==> src/rtl/rc6d_pkg.sv <==
// Shared types and constants for the RC6 infrared frame decoder.
// No dependencies.
package rc6d_pkg;

  typedef struct packed {
    logic [1:0]  sample_kind;
    logic [23:0] duration;
    logic        end_of_capture;
  } rc6d_in_t;

  typedef struct packed {
    logic        found;
    logic [23:0] head_bits;
    logic        toggle;
    logic [12:0] command_code;
    logic [1:0]  cell_offset;
    logic        mark_is_one;
  } rc6d_out_t;

  localparam logic [1:0] KIND_SPACE = 2'd0;
  localparam logic [1:0] KIND_PULSE = 2'd1;

  localparam logic [2:0] REG_UNIT       = 3'd0;
  localparam logic [2:0] REG_IDLE       = 3'd1;
  localparam logic [2:0] REG_MARK_MIN   = 3'd2;
  localparam logic [2:0] REG_MARK_MAX   = 3'd3;
  localparam logic [2:0] REG_SPACE_MIN  = 3'd4;
  localparam logic [2:0] REG_SPACE_MAX  = 3'd5;
  localparam logic [2:0] REG_EXP_PRE    = 3'd6;
  localparam logic [2:0] REG_TOGGLE     = 3'd7;

  localparam int unsigned TRAILER_POS = 4;
  localparam int unsigned MIN_SAMPLES = 10;
  localparam logic [3:0]  COUNT_SAT   = 4'd15;

endpackage

==> src/rtl/rc6_ir_frame_decoder.sv <==
// RC6 mode 6A infrared frame decoder, top level.
// Depends on rc6d_pkg, rc6d_div and rc6d_ram.
//
// Usage: drive one mark/space sample on in_data with start high; it is taken
// at an edge where start is high and busy is low. A leader sample, or a sample
// that is not converted, holds busy only through the end state once taken. A
// later sample runs the divider to round its duration to cells, then writes
// one cell per cycle into the cell memory, keeping busy high until the end
// state is done. The item with end_of_capture then runs up to eight decode
// attempts; each bit takes an address step, one read step per cell and a
// check step, and out_valid then pulses for one cycle with the result. Only
// the closing item gives a result. Configuration writes on cfg_valid/cfg_ready
// are taken at any time; cfg_ready is always high. Reset returns registers to
// defaults and clears capture state; cell memory is not cleared since only
// written cells are read. The receiver cannot stall: out_valid lasts one cycle.
module rc6_ir_frame_decoder
  import rc6d_pkg::*;
#(
  parameter int MAX_CELLS  = 128,
  parameter int FRAME_BITS = 37,
  parameter int CODE_BITS  = 13
) (
  input  logic        clk,
  input  logic        rst_n,
  input  logic        start,
  output logic        busy,
  input  rc6d_in_t    in_data,
  output logic        out_valid,
  output rc6d_out_t   out_data,
  input  logic        cfg_valid,
  output logic        cfg_ready,
  input  logic [2:0]  cfg_index,
  input  logic [23:0] cfg_data
);

  localparam int AW = $clog2(MAX_CELLS);
  localparam int CW = $clog2(MAX_CELLS + 1);
  localparam int PW = CW + 1;

  localparam logic [3:0] S_IDLE  = 4'd0;
  localparam logic [3:0] S_DIV   = 4'd1;
  localparam logic [3:0] S_FILL  = 4'd2;
  localparam logic [3:0] S_END   = 4'd3;
  localparam logic [3:0] S_RD    = 4'd4;
  localparam logic [3:0] S_WAIT  = 4'd5;
  localparam logic [3:0] S_CHK   = 4'd6;
  localparam logic [3:0] S_NEXT  = 4'd7;
  localparam logic [3:0] S_OUT   = 4'd8;

  logic [11:0] unit_r;
  logic [23:0] idle_r, mmin_r, mmax_r, smin_r, smax_r, exp_r, tmask_r;

  logic [3:0]    st_r, st_nxt;
  logic [CW-1:0] ccount_r, ccount_nxt;
  logic [3:0]    scount_r, scount_nxt;
  logic          lok_r, lok_nxt;
  logic          stop_r, stop_nxt;
  logic          last_r, last_nxt;
  logic          lvl_r, lvl_nxt;
  logic [CW-1:0] nleft_r, nleft_nxt;

  logic [1:0]        off_r, off_nxt;
  logic              pol_r, pol_nxt;
  logic [PW-1:0]     p_r, p_nxt;
  logic [2:0]        k_r, k_nxt;
  logic [3:0]        cbuf_r, cbuf_nxt;
  logic [5:0]        bit_r, bit_nxt;
  logic [FRAME_BITS-1:0] acc_r, acc_nxt;
  rc6d_out_t         res_r, res_nxt;

  logic          div_go, div_done;
  logic [24:0]   div_q;
  logic [11:0]   u_eff;
  logic          wr_en;
  logic [AW-1:0] rd_addr;
  logic          rd_data;

  logic [CW-1:0] room;
  logic [24:0]   nq;
  logic          trailer;
  logic [2:0]    need;
  logic          first;
  logic          cells_ok;
  logic [FRAME_BITS-1:0] frame;
  logic [FRAME_BITS-CODE_BITS-1:0] pre;
  logic [23:0]   pre24;

  assign cfg_ready = 1'b1;
  assign busy = (st_r != S_IDLE);
  assign u_eff = (unit_r == 12'd0) ? 12'd1 : unit_r;

  always_ff @(posedge clk) begin
    if (!rst_n) begin
      unit_r <= 12'd444;
      idle_r <= 24'd20000;
      mmin_r <= 24'd2200;
      mmax_r <= 24'd3200;
      smin_r <= 24'd650;
      smax_r <= 24'd1200;
      exp_r <= 24'h1bff80;
      tmask_r <= 24'h000004;
    end else if (cfg_valid) begin
      case (cfg_index)
        REG_UNIT:      unit_r <= cfg_data[11:0];
        REG_IDLE:      idle_r <= cfg_data;
        REG_MARK_MIN:  mmin_r <= cfg_data;
        REG_MARK_MAX:  mmax_r <= cfg_data;
        REG_SPACE_MIN: smin_r <= cfg_data;
        REG_SPACE_MAX: smax_r <= cfg_data;
        REG_EXP_PRE:   exp_r <= cfg_data;
        REG_TOGGLE:    tmask_r <= cfg_data;
        default: ;
      endcase
    end
  end

  rc6d_div u_div (
    .clk(clk), .rst_n(rst_n), .go(div_go),
    .dividend({1'b0, in_data.duration} + {14'd0, u_eff[11:1]}),
    .divisor(u_eff), .done(div_done), .quotient(div_q)
  );

  rc6d_ram #(.WIDTH(1), .DEPTH(MAX_CELLS)) u_cells (
    .clk(clk), .wr_en(wr_en), .wr_addr(ccount_r[AW-1:0]), .wr_data(lvl_r),
    .rd_addr(rd_addr), .rd_data(rd_data)
  );

  assign room = CW'(MAX_CELLS) - ccount_r;
  assign trailer = (bit_r == 6'(TRAILER_POS));
  assign need = trailer ? 3'd4 : 3'd2;
  // The address runs one cell ahead of the capture to cover the read latency.
  assign rd_addr = AW'(p_r + PW'(k_nxt));
  assign first = cbuf_r[0];
  assign cells_ok = trailer ?
      (cbuf_r[0] == cbuf_r[1] && cbuf_r[2] == cbuf_r[3] && cbuf_r[0] != cbuf_r[2]) :
      (cbuf_r[0] != cbuf_r[1]);
  assign frame = {acc_r[FRAME_BITS-2:0], pol_r ? first : !first};
  assign pre = frame[FRAME_BITS-1:CODE_BITS];
  assign pre24 = 24'(pre);

  always_comb begin
    st_nxt = st_r;
    ccount_nxt = ccount_r;
    scount_nxt = scount_r;
    lok_nxt = lok_r;
    stop_nxt = stop_r;
    last_nxt = last_r;
    lvl_nxt = lvl_r;
    nleft_nxt = nleft_r;
    off_nxt = off_r;
    pol_nxt = pol_r;
    p_nxt = p_r;
    k_nxt = k_r;
    cbuf_nxt = cbuf_r;
    bit_nxt = bit_r;
    acc_nxt = acc_r;
    res_nxt = res_r;
    div_go = 1'b0;
    wr_en = 1'b0;
    nq = '0;
    out_valid = 1'b0;
    case (st_r)
      S_IDLE: begin
        if (start) begin
          last_nxt = in_data.end_of_capture;
          lvl_nxt = (in_data.sample_kind == KIND_PULSE);
          if (scount_r != COUNT_SAT) scount_nxt = scount_r + 4'd1;
          st_nxt = S_END;
          if (scount_r == 4'd0) begin
            lok_nxt = in_data.sample_kind == KIND_PULSE &&
                      in_data.duration >= mmin_r && in_data.duration <= mmax_r;
          end else if (scount_r == 4'd1) begin
            lok_nxt = lok_r && in_data.sample_kind == KIND_SPACE &&
                      in_data.duration >= smin_r && in_data.duration <= smax_r;
          end else if (!stop_r && ccount_r < CW'(MAX_CELLS)) begin
            if (in_data.duration > idle_r) begin
              stop_nxt = 1'b1;
            end else begin
              div_go = 1'b1;
              st_nxt = S_DIV;
            end
          end
        end
      end
      S_DIV: begin
        if (div_done) begin
          nq = (div_q == 25'd0) ? 25'd1 : div_q;
          nleft_nxt = (nq > 25'(room)) ? room : CW'(nq);
          st_nxt = S_FILL;
        end
      end
      S_FILL: begin
        wr_en = 1'b1;
        ccount_nxt = ccount_r + CW'(1);
        nleft_nxt = nleft_r - CW'(1);
        if (nleft_r == CW'(1)) st_nxt = S_END;
      end
      S_END: begin
        if (!last_r) begin
          st_nxt = S_IDLE;
        end else begin
          res_nxt = '0;
          off_nxt = 2'd0;
          pol_nxt = 1'b0;
          p_nxt = '0;
          bit_nxt = '0;
          k_nxt = '0;
          acc_nxt = '0;
          if (scount_r >= 4'(MIN_SAMPLES) && lok_r) st_nxt = S_RD;
          else st_nxt = S_OUT;
        end
      end
      S_RD: begin
        // Cells are fetched one at a time; the bound is checked before any is used.
        if (p_r + PW'(need) > PW'(ccount_r)) begin
          st_nxt = S_NEXT;
        end else begin
          st_nxt = S_WAIT;
        end
      end
      S_WAIT: begin
        cbuf_nxt[k_r[1:0]] = rd_data;
        if (k_r == need - 3'd1) begin
          st_nxt = S_CHK;
        end else begin
          k_nxt = k_r + 3'd1;
          st_nxt = S_WAIT;
        end
      end
      S_CHK: begin
        k_nxt = '0;
        if (!cells_ok) begin
          st_nxt = S_NEXT;
        end else if (bit_r == 6'(FRAME_BITS - 1)) begin
          if ((pre24 & ~tmask_r) == exp_r &&
              (pre >> 24) == '0) begin
            res_nxt.found = 1'b1;
            res_nxt.head_bits = pre24;
            res_nxt.toggle = |(pre24 & tmask_r);
            res_nxt.command_code = 13'(frame[CODE_BITS-1:0]);
            res_nxt.cell_offset = off_r;
            res_nxt.mark_is_one = pol_r;
            st_nxt = S_OUT;
          end else begin
            st_nxt = S_NEXT;
          end
        end else begin
          acc_nxt = frame;
          bit_nxt = bit_r + 6'd1;
          p_nxt = p_r + PW'(need);
          st_nxt = S_RD;
        end
      end
      S_NEXT: begin
        p_nxt = PW'(off_r);
        bit_nxt = '0;
        acc_nxt = '0;
        k_nxt = '0;
        if (!pol_r) begin
          pol_nxt = 1'b1;
          st_nxt = S_RD;
        end else if (off_r == 2'd3) begin
          st_nxt = S_OUT;
        end else begin
          pol_nxt = 1'b0;
          off_nxt = off_r + 2'd1;
          p_nxt = PW'(off_r + 2'd1);
          st_nxt = S_RD;
        end
      end
      S_OUT: begin
        out_valid = 1'b1;
        ccount_nxt = '0;
        scount_nxt = '0;
        lok_nxt = 1'b0;
        stop_nxt = 1'b0;
        st_nxt = S_IDLE;
      end
      default: st_nxt = S_IDLE;
    endcase
  end

  assign out_data = res_r;

  always_ff @(posedge clk) begin
    if (!rst_n) begin
      st_r <= S_IDLE;
      ccount_r <= '0;
      scount_r <= '0;
      lok_r <= 1'b0;
      stop_r <= 1'b0;
    end else begin
      st_r <= st_nxt;
      ccount_r <= ccount_nxt;
      scount_r <= scount_nxt;
      lok_r <= lok_nxt;
      stop_r <= stop_nxt;
    end
    last_r <= last_nxt;
    lvl_r <= lvl_nxt;
    nleft_r <= nleft_nxt;
    off_r <= off_nxt;
    pol_r <= pol_nxt;
    p_r <= p_nxt;
    k_r <= k_nxt;
    cbuf_r <= cbuf_nxt;
    bit_r <= bit_nxt;
    acc_r <= acc_nxt;
    res_r <= res_nxt;
  end

endmodule

==> src/rtl/rc6d_ram.sv <==
// Generic single-port-write, single-read RAM with registered read data.
// No dependencies.
module rc6d_ram #(
  parameter int WIDTH = 1,
  parameter int DEPTH = 128
) (
  input  logic                     clk,
  input  logic                     wr_en,
  input  logic [$clog2(DEPTH)-1:0] wr_addr,
  input  logic [WIDTH-1:0]         wr_data,
  input  logic [$clog2(DEPTH)-1:0] rd_addr,
  output logic [WIDTH-1:0]         rd_data
);

  logic [WIDTH-1:0] mem [DEPTH];

  always_ff @(posedge clk) begin
    if (wr_en) begin
      mem[wr_addr] <= wr_data;
    end
    rd_data <= mem[rd_addr];
  end

endmodule

==> src/rtl/rc6d_div.sv <==
// Restoring divider, one quotient bit per cycle, for the cell count of a sample.
// Depends on nothing.
module rc6d_div (
  input  logic        clk,
  input  logic        rst_n,
  input  logic        go,
  input  logic [24:0] dividend,
  input  logic [11:0] divisor,
  output logic        done,
  output logic [24:0] quotient
);

  logic [24:0] q_r, q_nxt;
  logic [12:0] rem_r, rem_nxt;
  logic [4:0]  cnt_r, cnt_nxt;
  logic        run_r, run_nxt;
  logic [11:0] dv_r, dv_nxt;
  logic [13:0] trial;

  always_comb begin
    q_nxt = q_r;
    rem_nxt = rem_r;
    cnt_nxt = cnt_r;
    run_nxt = run_r;
    dv_nxt = dv_r;
    done = 1'b0;
    trial = '0;
    if (go) begin
      q_nxt = dividend;
      rem_nxt = '0;
      cnt_nxt = 5'd0;
      run_nxt = 1'b1;
      dv_nxt = divisor;
    end else if (run_r) begin
      trial = {rem_r, q_r[24]} - {2'b00, dv_r};
      if (!trial[13]) begin
        rem_nxt = trial[12:0];
        q_nxt = {q_r[23:0], 1'b1};
      end else begin
        rem_nxt = {rem_r[11:0], q_r[24]};
        q_nxt = {q_r[23:0], 1'b0};
      end
      cnt_nxt = cnt_r + 5'd1;
      if (cnt_r == 5'd24) begin
        run_nxt = 1'b0;
        done = 1'b1;
      end
    end
  end

  assign quotient = q_nxt;

  always_ff @(posedge clk) begin
    if (!rst_n) begin
      run_r <= 1'b0;
    end else begin
      run_r <= run_nxt;
    end
    q_r <= q_nxt;
    rem_r <= rem_nxt;
    cnt_r <= cnt_nxt;
    dv_r <= dv_nxt;
  end

endmodule

==> config.mk <==
export PLATFORM = sky130hd
export DESIGN_NAME = rc6_ir_frame_decoder
export DESIGN_NICKNAME = d
export VERILOG_FILES = /design/src/rtl/rc6d_pkg.sv /design/src/rtl/rc6_ir_frame_decoder.sv /design/src/rtl/rc6d_ram.sv /design/src/rtl/rc6d_div.sv
export SDC_FILE = /design/constraint.sdc
export NUM_CORES = 1
export LEC_CHECK = 0
export BUFFER_PORTS_ARGS = -buffer_cell sky130_fd_sc_hd__buf_2
export CAP_MARGIN = 20
export CORE_UTILIZATION = 39
export CTS_CLUSTER_DIAMETER = 120
export DETAILED_ROUTE_END_ITERATION = 12
export MAX_ROUTING_LAYER = met4
export PLACE_DENSITY = 0.53
export REMOVE_ABC_BUFFERS = 1
export SYNTH_ARGS = -nofsm -noshare
export SYNTH_HDL_FRONTEND = slang
export SYNTH_HIERARCHICAL = 1
export SYNTH_SLANG_ARGS = --single-unit
==> constraint.sdc <==
create_clock -name clk -period 9.3 [get_ports clk]
set_clock_uncertainty 0.05 [all_clocks]
set_input_delay 0.93 -clock clk [delete_from_list [all_inputs] [get_ports clk]]
set_output_delay 0.93 -clock clk [all_outputs]
set_load 0.01 [all_outputs]
==> results of run 1 <==
==> area by class of cell <==
type	count	area (µm²)
Inverter	183	687
Timing Repair Buffer	130	802
Clock inverter	19	318
Fill cell	6280	36600
Antenna cell	6	15.0
Clock buffer	83	1620
Sequential cell	496	12400
Multi-Input combinational cell	1855	12400
Tap cell	864	1080
==> how the worst max path moves through the flow <==
stage / to / slack (ns) / cells after the start
finish: nleft_r[4] / 3.36 / 19
global route: nleft_r[4] / 3.02 / 19
CTS: nleft_r[4] / 3.41 / 19
detailed placement: nleft_r[0] / 2.74 / 19
global placement: nleft_r[0] / 2.86 / 19
floorplan: nleft_r[0] / 1.25 / 17
==> power by group through the flow <==
stage / combinational [µW] / clock (µW) / sequential (µW)
after floorplan: 1010 / 0 / 2700
after global placement: 1450 / 0 / 2710
after detailed placement: 1480 / 0 / 2720
after CTS: 1490 / 2370 / 2670
after global routing: 1650 / 2450 / 2690
final: 1480 / 2320 / 2670
==> per-layer routing <==
metal,track usage (%),share of wire [%]
met1,28.1,45
met4,7.33,3.2
met3,3.08,4.4
met2,35.3,47
met5,-,0
==> logic make-up (layout without fill, tap and decap cells) <==
group           Yosys count  after routing  share of synthesized area, %
compound gates          453            453                          12.0
xor+xnor                 91             91                          3.06
fa+ha+maj               187            187                          9.09
buf+inv                 327            415                          4.96
flops                   496            496                          47.7
mux                      86             86                          5.03
other cells               1              7                        0.0144
simple gates           1037           1037                          18.1
==> registers in the layout, summed over array words and instances, names as in the netlist, 3 cells and up <==
register / count
k_r: 3
nleft_r: 8
u_div/cnt_r: 5
ccount_r: 8
p_r: 9
smax_r: 24
smin_r: 24
idle_r: 24
u_div/q_r: 25
mmax_r: 24
acc_r: 36
u_cells/mem: 128
bit_r: 6
u_div/dv_r: 12
unit_r: 12
u_div/rem_r: 13
st_r: 4
mmin_r: 24
out_data: 42
scount_r: 4
exp_r: 24
cbuf_r: 4
tmask_r: 24
==> tightest hold or removal path, stage by stage (launching register included) <==
cell	delay (ns)
sky130_fd_sc_hd__dfxtp_1	0.30
sky130_fd_sc_hd__nand2_1	0.05
sky130_fd_sc_hd__a21boi_0	0.06
==> layout by cell type, fill, tap and decap left out, types with 58 or more instances in the layout <==
cell	instances
sky130_fd_sc_hd__a21boi_0	145
sky130_fd_sc_hd__a21oi_1	58
sky130_fd_sc_hd__buf_2	100
sky130_fd_sc_hd__dfxtp_1	245
sky130_fd_sc_hd__edfxtp_1	250
sky130_fd_sc_hd__ha_1	183
sky130_fd_sc_hd__inv_1	183
sky130_fd_sc_hd__nand2_1	453
sky130_fd_sc_hd__nand3_1	74
sky130_fd_sc_hd__nor2_1	232
sky130_fd_sc_hd__o21ai_0	70
==> stage by stage <==
step / hold WS (ns) / area [µm²]
floorplan: 0.388 / 25500
finish: 0.415 / 29400
global route: 0.437 / 29400
detailed placement: 0.411 / 27300
CTS: 0.419 / 29300
global placement: 0.403 / 27300
==> run summary, run 1 <==
DETAILED ROUTING
-----------------------------------------------------------------------------------------
DRC violation count after routing ..........................................            4
Vias per Instance ..........................................................         5.31
Detail-routed net length per standard cell .................................      19.7 µm
Initial DRT Pass Iterations ................................................            9
Sum of routed wire length over all layers ..................................    71,500 µm
Antenna viol nets, final ...................................................            0
DRC violation total after the first TritonRoute iteration ..................        1,136
Via Count ..................................................................       19,300

PWR
-----------------------------------------------------------------------------------------
Total power density per cell area ..........................................   220 nW/µm²
Part of the total power dissipated in the clock network ....................        35.8%
Total design power .........................................................      6470 µW
Leakage power total ........................................................    0.0106 µW
Register share of total power ..............................................        41.3%
Portion of total power attributed to combinational logic ...................        22.9%
Highest ir drop seen on vdd ................................................     0.135 mV
Fraction of power spent switching nets .....................................        30.1%
Psw ........................................................................      1950 µW
Internal power consumption .................................................      4520 µW

GRT
-----------------------------------------------------------------------------------------
Global-route wire length before repair .....................................   111,000 µm
Total congestion overflow after global routing .............................            0
Number of antenna violations at the first check in global routing ..........           11
Overall Global Routing Usage ...............................................        21.8%
Largest net degree at the start of global routing ..........................          129
Vias in the first global route .............................................       19,100

DIE
-----------------------------------------------------------------------------------------
DIE WIDTH ..................................................................       261 µm
Height of the die ..........................................................       261 µm
Count of boundary I/O pins .................................................          103
Area of the die ............................................................   67,900 µm²
Placement Rows .............................................................           94
Placeable core region ......................................................   66,000 µm²
Initial Utilization ........................................................        39.5%

SYNTHESIS
-----------------------------------------------------------------------------------------
Proportion of register bits with asynchronous set or reset after synthesis .           0%
Ys flop type ............................................................... sky130_fd_sc_hd__edfxtp_1
Portion of synthesized cell area occupied by the leading cell type .........        28.8%
Post-synth cell types ......................................................           84
Dominant cells by area after synthesis ..................................... sky130_fd_sc_hd__edfxtp_1 29%, sky130_fd_sc_hd__dfxtp_1 19%, sky130_fd_sc_hd__ha_1 8.8%
Largest area contributor in the netlist .................................... sky130_fd_sc_hd__edfxtp_1
EDFF count, synth ..........................................................          250
Syn avg cell area ..........................................................     9.73 µm²
Leading post-synthesis cells by instance count ............................. 454 x sky130_fd_sc_hd__nand2_1, 250 x sky130_fd_sc_hd__edfxtp_1, 246 x sky130_fd_sc_hd__dfxtp_1
Seq/Total Area, Yosys ......................................................        47.7%
Count of yosys warnings during synthesis ...................................            6
Post-synthesis sequential element count ....................................          496
Total standard cell area after synthesis ...................................   26,100 µm²
Dominant cell by count in the synthesized netlist .......................... sky130_fd_sc_hd__nand2_1
Gate count after technology mapping ........................................        2,678

CRITICAL PATH
-----------------------------------------------------------------------------------------
Logic depth of the worst register-to-register path .........................           19
R2r endpoint ...............................................................   nleft_r[4]
Required time at the endpoint of the critical path .........................      9.67 ns
Launching point of the worst reg2reg path ..................................   idle_r[21]
Slowest Stage Delay on Critical Path .......................................      0.65 ns
Critical Setup Path Class .................................................. primary input to flop
Type of element launching the critical path ................................ primary input
Critical Path Fanout Max ...................................................           58
Signal arrival time at the worst endpoint ..................................      6.31 ns
Source of the critical timing path .........................................  in_data[22]
Top delay family on crit path .............................................. compound AO/OA/AOI/OAI gates
Flop-to-flop setup slack ...................................................      3.49 ns
Critical Path Sink Type ....................................................         flop
Highest-delay cell along the critical path ................................. sky130_fd_sc_hd__a21oi_4
Chain of cells forming the critical path ................................... buf_2 > ha_1 > a21o_1 > a21o_1 > a221oi_1 > mux2i_1 > a21oi_4 > buf_4 > o21ai_0 > nor4_2 > a31oi_1 > ha_1 > nand4_1 > o22ai_1 > nand2b_1 > a211oi_1 > nor2_4 > mux2_2 > o21ai_0
Bufs and invs on worst path ................................................            2

FLOW RUN
-----------------------------------------------------------------------------------------
Max-cap violations .........................................................            0

CLOCK TREE
-----------------------------------------------------------------------------------------
Total clock buffers created by CTS .........................................           56
Maximum root-to-sink buffer count ..........................................            3
Post-cts resize count ......................................................            0
Clock tree from TritonCTS ..................................................          yes
Clock network latency to the later pin of the worst-skew pair ..............      0.63 ns
Clk pin slew, worst setup/hold paths .......................................      0.05 ns
Number of hold-repair buffers added at the cts stage .......................            0
Root buf cell .............................................................. sky130_fd_sc_hd__clkbuf_16
Clock sinks ................................................................          496
Buffer count from post-CTS setup fixing ....................................            0
H-tree depth ...............................................................            2

STA
-----------------------------------------------------------------------------------------
Total count of hold-check failures in the final report .....................            0
Transition at the pin with the smallest max-transition slack ...............      1.07 ns
Normalized max-slew margin .................................................        28.4%
Total Neg Setup Slack ......................................................         0 ns
RSZ-0062 raised after global routing .......................................        false
Time the final worst path needs with I/O delays and setup ..................      5.94 ns
Number of setup violations in the final report .............................            0
Final worst setup slack ....................................................      3.36 ns
F_max ......................................................................    0.168 GHz
Final period utilization ...................................................        63.8%
Number of pins with negative max-slew slack in the final report ............            0

FINAL LAYOUT
-----------------------------------------------------------------------------------------
Layout overhead on the synthesized area ....................................        12.6%
Fraction of final layout cells sized beyond drive strength 1 ...............        10.1%
Share of the core filled with cells ........................................        44.5%
Post-layout nets ...........................................................        2,967
Number of non-filler instances in the completed layout .....................        3,636

MIN PATH
-----------------------------------------------------------------------------------------
Hold Path Cell Cnt .........................................................            2
Min-delay worst type ....................................................... flop to flop
Hold Path Origin ...........................................................   smax_r[21]
Endpoint, Worst Hold .......................................................   smax_r[21]

PLACED DESIGN
-----------------------------------------------------------------------------------------
Final weighted congestion in routability-driven placement ..................        0.934
Post-place setup slack .....................................................      2.74 ns
Post-Place Cells ...........................................................        3,525
Half-perimeter wire length after placement .................................    49,900 µm
Count of buffers inserted at the top-level ports ...........................          101

STATUS
-----------------------------------------------------------------------------------------
Failing checks .............................................................          DRC
Outcome .................................................................... finished, violations left

Power figures use the tool's default switching activity.
==> run 2, diff against run 1 <==
--- a/config.mk
+++ b/config.mk
@@ -11,7 +11,7 @@
 export CTS_CLUSTER_DIAMETER = 120
 export DETAILED_ROUTE_END_ITERATION = 12
 export MAX_ROUTING_LAYER = met4
-export PLACE_DENSITY = 0.53
+export PLACE_DENSITY = 0.55
 export REMOVE_ABC_BUFFERS = 1
 export SYNTH_ARGS = -nofsm -noshare
 export SYNTH_HDL_FRONTEND = slang
==> constraint.sdc (replaced) <==
create_clock -name clk -period 4.8 [get_ports clk]
set_clock_uncertainty 0.05 [all_clocks]
set_input_delay 0.48 -clock clk [delete_from_list [all_inputs] [get_ports clk]]
set_output_delay 0.48 -clock clk [all_outputs]
set_load 0.01 [all_outputs]
==> run summary, run 2 (synthesized netlist as in run 1, its figures left out) <==
STA
----------------------------------------------------------------------------------
Normalized max-slew margin ..........................................        34.4%   +6.0 points
Final worst setup slack .............................................    -0.121 ns   -3.48 ns
Total count of hold-check failures in the final report ..............            0   unchanged
Number of pins with negative max-slew slack in the final report .....            0   unchanged
Time the final worst path needs with I/O delays and setup ...........      4.92 ns
F_max ...............................................................    0.203 GHz
Number of setup violations in the final report ......................            8   +8
Total Neg Setup Slack ...............................................    -0.745 ns   -0.745 ns
RSZ-0062 raised after global routing ................................         true
Transition at the pin with the smallest max-transition slack ........     0.981 ns   -0.0896 ns
Final period utilization ............................................         103%

DETAILED ROUTING
----------------------------------------------------------------------------------
DRC violation count after routing ...................................            4   unchanged
DRC violation total after the first TritonRoute iteration ...........        1,258   +11%
Antenna viol nets, final ............................................            0   unchanged
Via Count ...........................................................       19,900   +3.0%
Met2 WL post-DR .....................................................    34,500 µm   +2.1%
Initial DRT Pass Iterations .........................................            9   unchanged
Sum of routed wire length over all layers ...........................    71,200 µm   -0.52%
Wire length on met1 .................................................    31,600 µm   -2.3%
Vias per Instance ...................................................         5.31   about the same
Max Used Layer ......................................................         met4
Detail-routed net length per standard cell ..........................      19.0 µm   -3.4%
Routed length on met3 ...............................................      3240 µm   +2.4%

FINAL LAYOUT
----------------------------------------------------------------------------------
Fraction of final layout cells sized beyond drive strength 1 ........        15.1%   +5.0 points
Leading cell type in the layout, fill and taps excluded ............. sky130_fd_sc_hd__nand2_1
Share of the core filled with cells .................................        46.4%   +1.9 points
Commonest non-fill, non-tap cells in the layout ..................... 453 x sky130_fd_sc_hd__nand2_1, 250 x sky130_fd_sc_hd__edfxtp_1, 240 x sky130_fd_sc_hd__dfxtp_1
Largest reg by FF count .............................................  u_cells/mem
Flip-flop count of the largest register, all copies and words added .          128   unchanged
Layout overhead on the synthesized area .............................        17.4%
Post-layout nets ....................................................        3,078   +3.7%

GRT
----------------------------------------------------------------------------------
Total congestion overflow after global routing ......................            0   unchanged
Vias in the first global route ......................................       19,500   +2.4%
Overall Global Routing Usage ........................................        21.5%   -0.36 points
Global-route wire length before repair ..............................   110,000 µm   -0.45%
Number of antenna violations at the first check in global routing ...            4   -7
Largest net degree at the start of global routing ...................          155   +20%

DIE
----------------------------------------------------------------------------------
Placeable core region ...............................................   66,000 µm²   unchanged
Area of the die .....................................................   67,900 µm²   unchanged
Initial Utilization .................................................        39.5%   unchanged
Height of the die ...................................................       261 µm   unchanged
Placement Rows ......................................................           94   unchanged
DIE WIDTH ...........................................................       261 µm   unchanged
Count of boundary I/O pins ..........................................          103   unchanged

PWR
----------------------------------------------------------------------------------
Total power density per cell area ...................................   431 nW/µm²   +96%
Highest ir drop seen on vdd .........................................     0.274 mV   +100%
Leakage power total .................................................    0.0112 µW   +6.2%

CRITICAL PATH
----------------------------------------------------------------------------------
Critical Path Sink Type .............................................         flop
Critical Setup Path Class ........................................... flop to flop
Required time at the endpoint of the critical path ..................      5.12 ns   -4.55 ns
Flop-to-flop setup slack ............................................     -0.12 ns   -3.61 ns
Critical Path Fanout Max ............................................            5   -91%
Type of element launching the critical path .........................         flop
Signal arrival time at the worst endpoint ...........................      5.24 ns   -1.07 ns

PLACED DESIGN
----------------------------------------------------------------------------------
Final weighted congestion in routability-driven placement ...........        0.887   -5.1%
Half-perimeter wire length after placement ..........................    49,200 µm   -1.5%
Count of buffers inserted at the top-level ports ....................          101   unchanged

CLOCK TREE
----------------------------------------------------------------------------------
Number of hold-repair buffers added at the cts stage ................            0   unchanged
Total clock buffers created by CTS ..................................           54   -3.6%
Clk pin slew, worst setup/hold paths ................................      0.06 ns   about the same
Maximum root-to-sink buffer count ...................................            3   unchanged
Clock sinks .........................................................          496   unchanged
Clock tree from TritonCTS ...........................................          yes
Root buf cell ....................................................... sky130_fd_sc_hd__clkbuf_16
H-tree depth ........................................................            2   unchanged
Clock network latency to the later pin of the worst-skew pair .......      0.63 ns   about the same

FLOW RUN
----------------------------------------------------------------------------------
Max-cap violations ..................................................            0   unchanged

STATUS
----------------------------------------------------------------------------------
Failing checks ...................................................... DRC, setup timing
Outcome ............................................................. finished, violations left

MIN PATH
----------------------------------------------------------------------------------
Min-delay worst type ................................................ primary input to flop

run 2: power by group:
| group | internal [µW] | switching, µW |
|---|---|---|
| logic | 1450 | 1860 |
| clock network | 2930 | 1820 |
| registers | 4880 | 260 |
run 2: path summary, 6_finish.rpt:
check              from    endpoint  cells past startpoint
max          idle_r[11]  nleft_r[1]                     25
min          in_data[0]      last_r                      1
max reg2reg  idle_r[11]  nleft_r[1]                     25
min reg2reg  smin_r[10]  smin_r[10]                      2
run 2: repair_timing:
action | CTS | global route
setup buffers | 17 | 6
setup endpoints to repair | 8 | 9
gates resized for setup | 7 | 66
gates cloned | 0 | 2
pin swaps | 6 | 22
run 2: through the flow:
step | instance area [µm²] | instances | hold WS [ns] | setup WS (ns) | total power (µW)
CTS | 30100 | 3730 | 0.0129 | 0.00834 | 13200
global route | 30600 | 3746 | 0.0242 | -0.384 | 13800
floorplan | 25500 | 2534 | 0.388 | -2.80 | 7190
global placement | 28000 | 3611 | 0.401 | -0.368 | 8200
detailed placement | 28000 | 3612 | 0.408 | -0.446 | 8290
finish | 30600 | 3746 | 0.0478 | -0.121 | 13200
run 2: per-layer routing:
metal / vias to the layer above / GRT usage [%]
li1: 9654 / -
met4: 0 / 6.01
met1: 9691 / 27.1
met3: 121 / 3.46
met2: 424 / 35.5
met5: - / -
run 2: final cells by class:
class / count / area [µm²]
Clock buffer: 65 / 1420
Multi-Input combinational cell: 1855 / 12600
Fill cell: 6140 / 35400
Tap cell: 864 / 1080
Clock inverter: 36 / 601
Inverter: 183 / 687
Timing Repair Buffer: 243 / 1730
Antenna cell: 4 / 10.0
Sequential cell: 496 / 12400
run 2: worst max-delay path, stage by stage, from the launching register on:
cell and delay, ns:
sky130_fd_sc_hd__dfxtp_1 0.30, sky130_fd_sc_hd__inv_1 0.13, sky130_fd_sc_hd__ha_4 0.23, sky130_fd_sc_hd__a211oi_2 0.19, sky130_fd_sc_hd__o21ai_0 0.11, sky130_fd_sc_hd__a221oi_1 0.33
sky130_fd_sc_hd__o211ai_1 0.24, sky130_fd_sc_hd__a21oi_4 0.22, sky130_fd_sc_hd__buf_12 0.14, sky130_fd_sc_hd__buf_12 0.12, sky130_fd_sc_hd__buf_4 0.13, sky130_fd_sc_hd__o21ai_2 0.07
sky130_fd_sc_hd__nor4_2 0.29, sky130_fd_sc_hd__nand4_1 0.16, sky130_fd_sc_hd__nor4_2 0.31, sky130_fd_sc_hd__a31oi_1 0.17, sky130_fd_sc_hd__ha_2 0.33, sky130_fd_sc_hd__nand4_1 0.09
sky130_fd_sc_hd__o22ai_2 0.16, sky130_fd_sc_hd__nand2b_4 0.17, sky130_fd_sc_hd__a211oi_4 0.05, sky130_fd_sc_hd__nor2_4 0.17, sky130_fd_sc_hd__buf_6 0.14, sky130_fd_sc_hd__buf_6 0.09
sky130_fd_sc_hd__mux2i_1 0.17, sky130_fd_sc_hd__mux2i_1 0.09
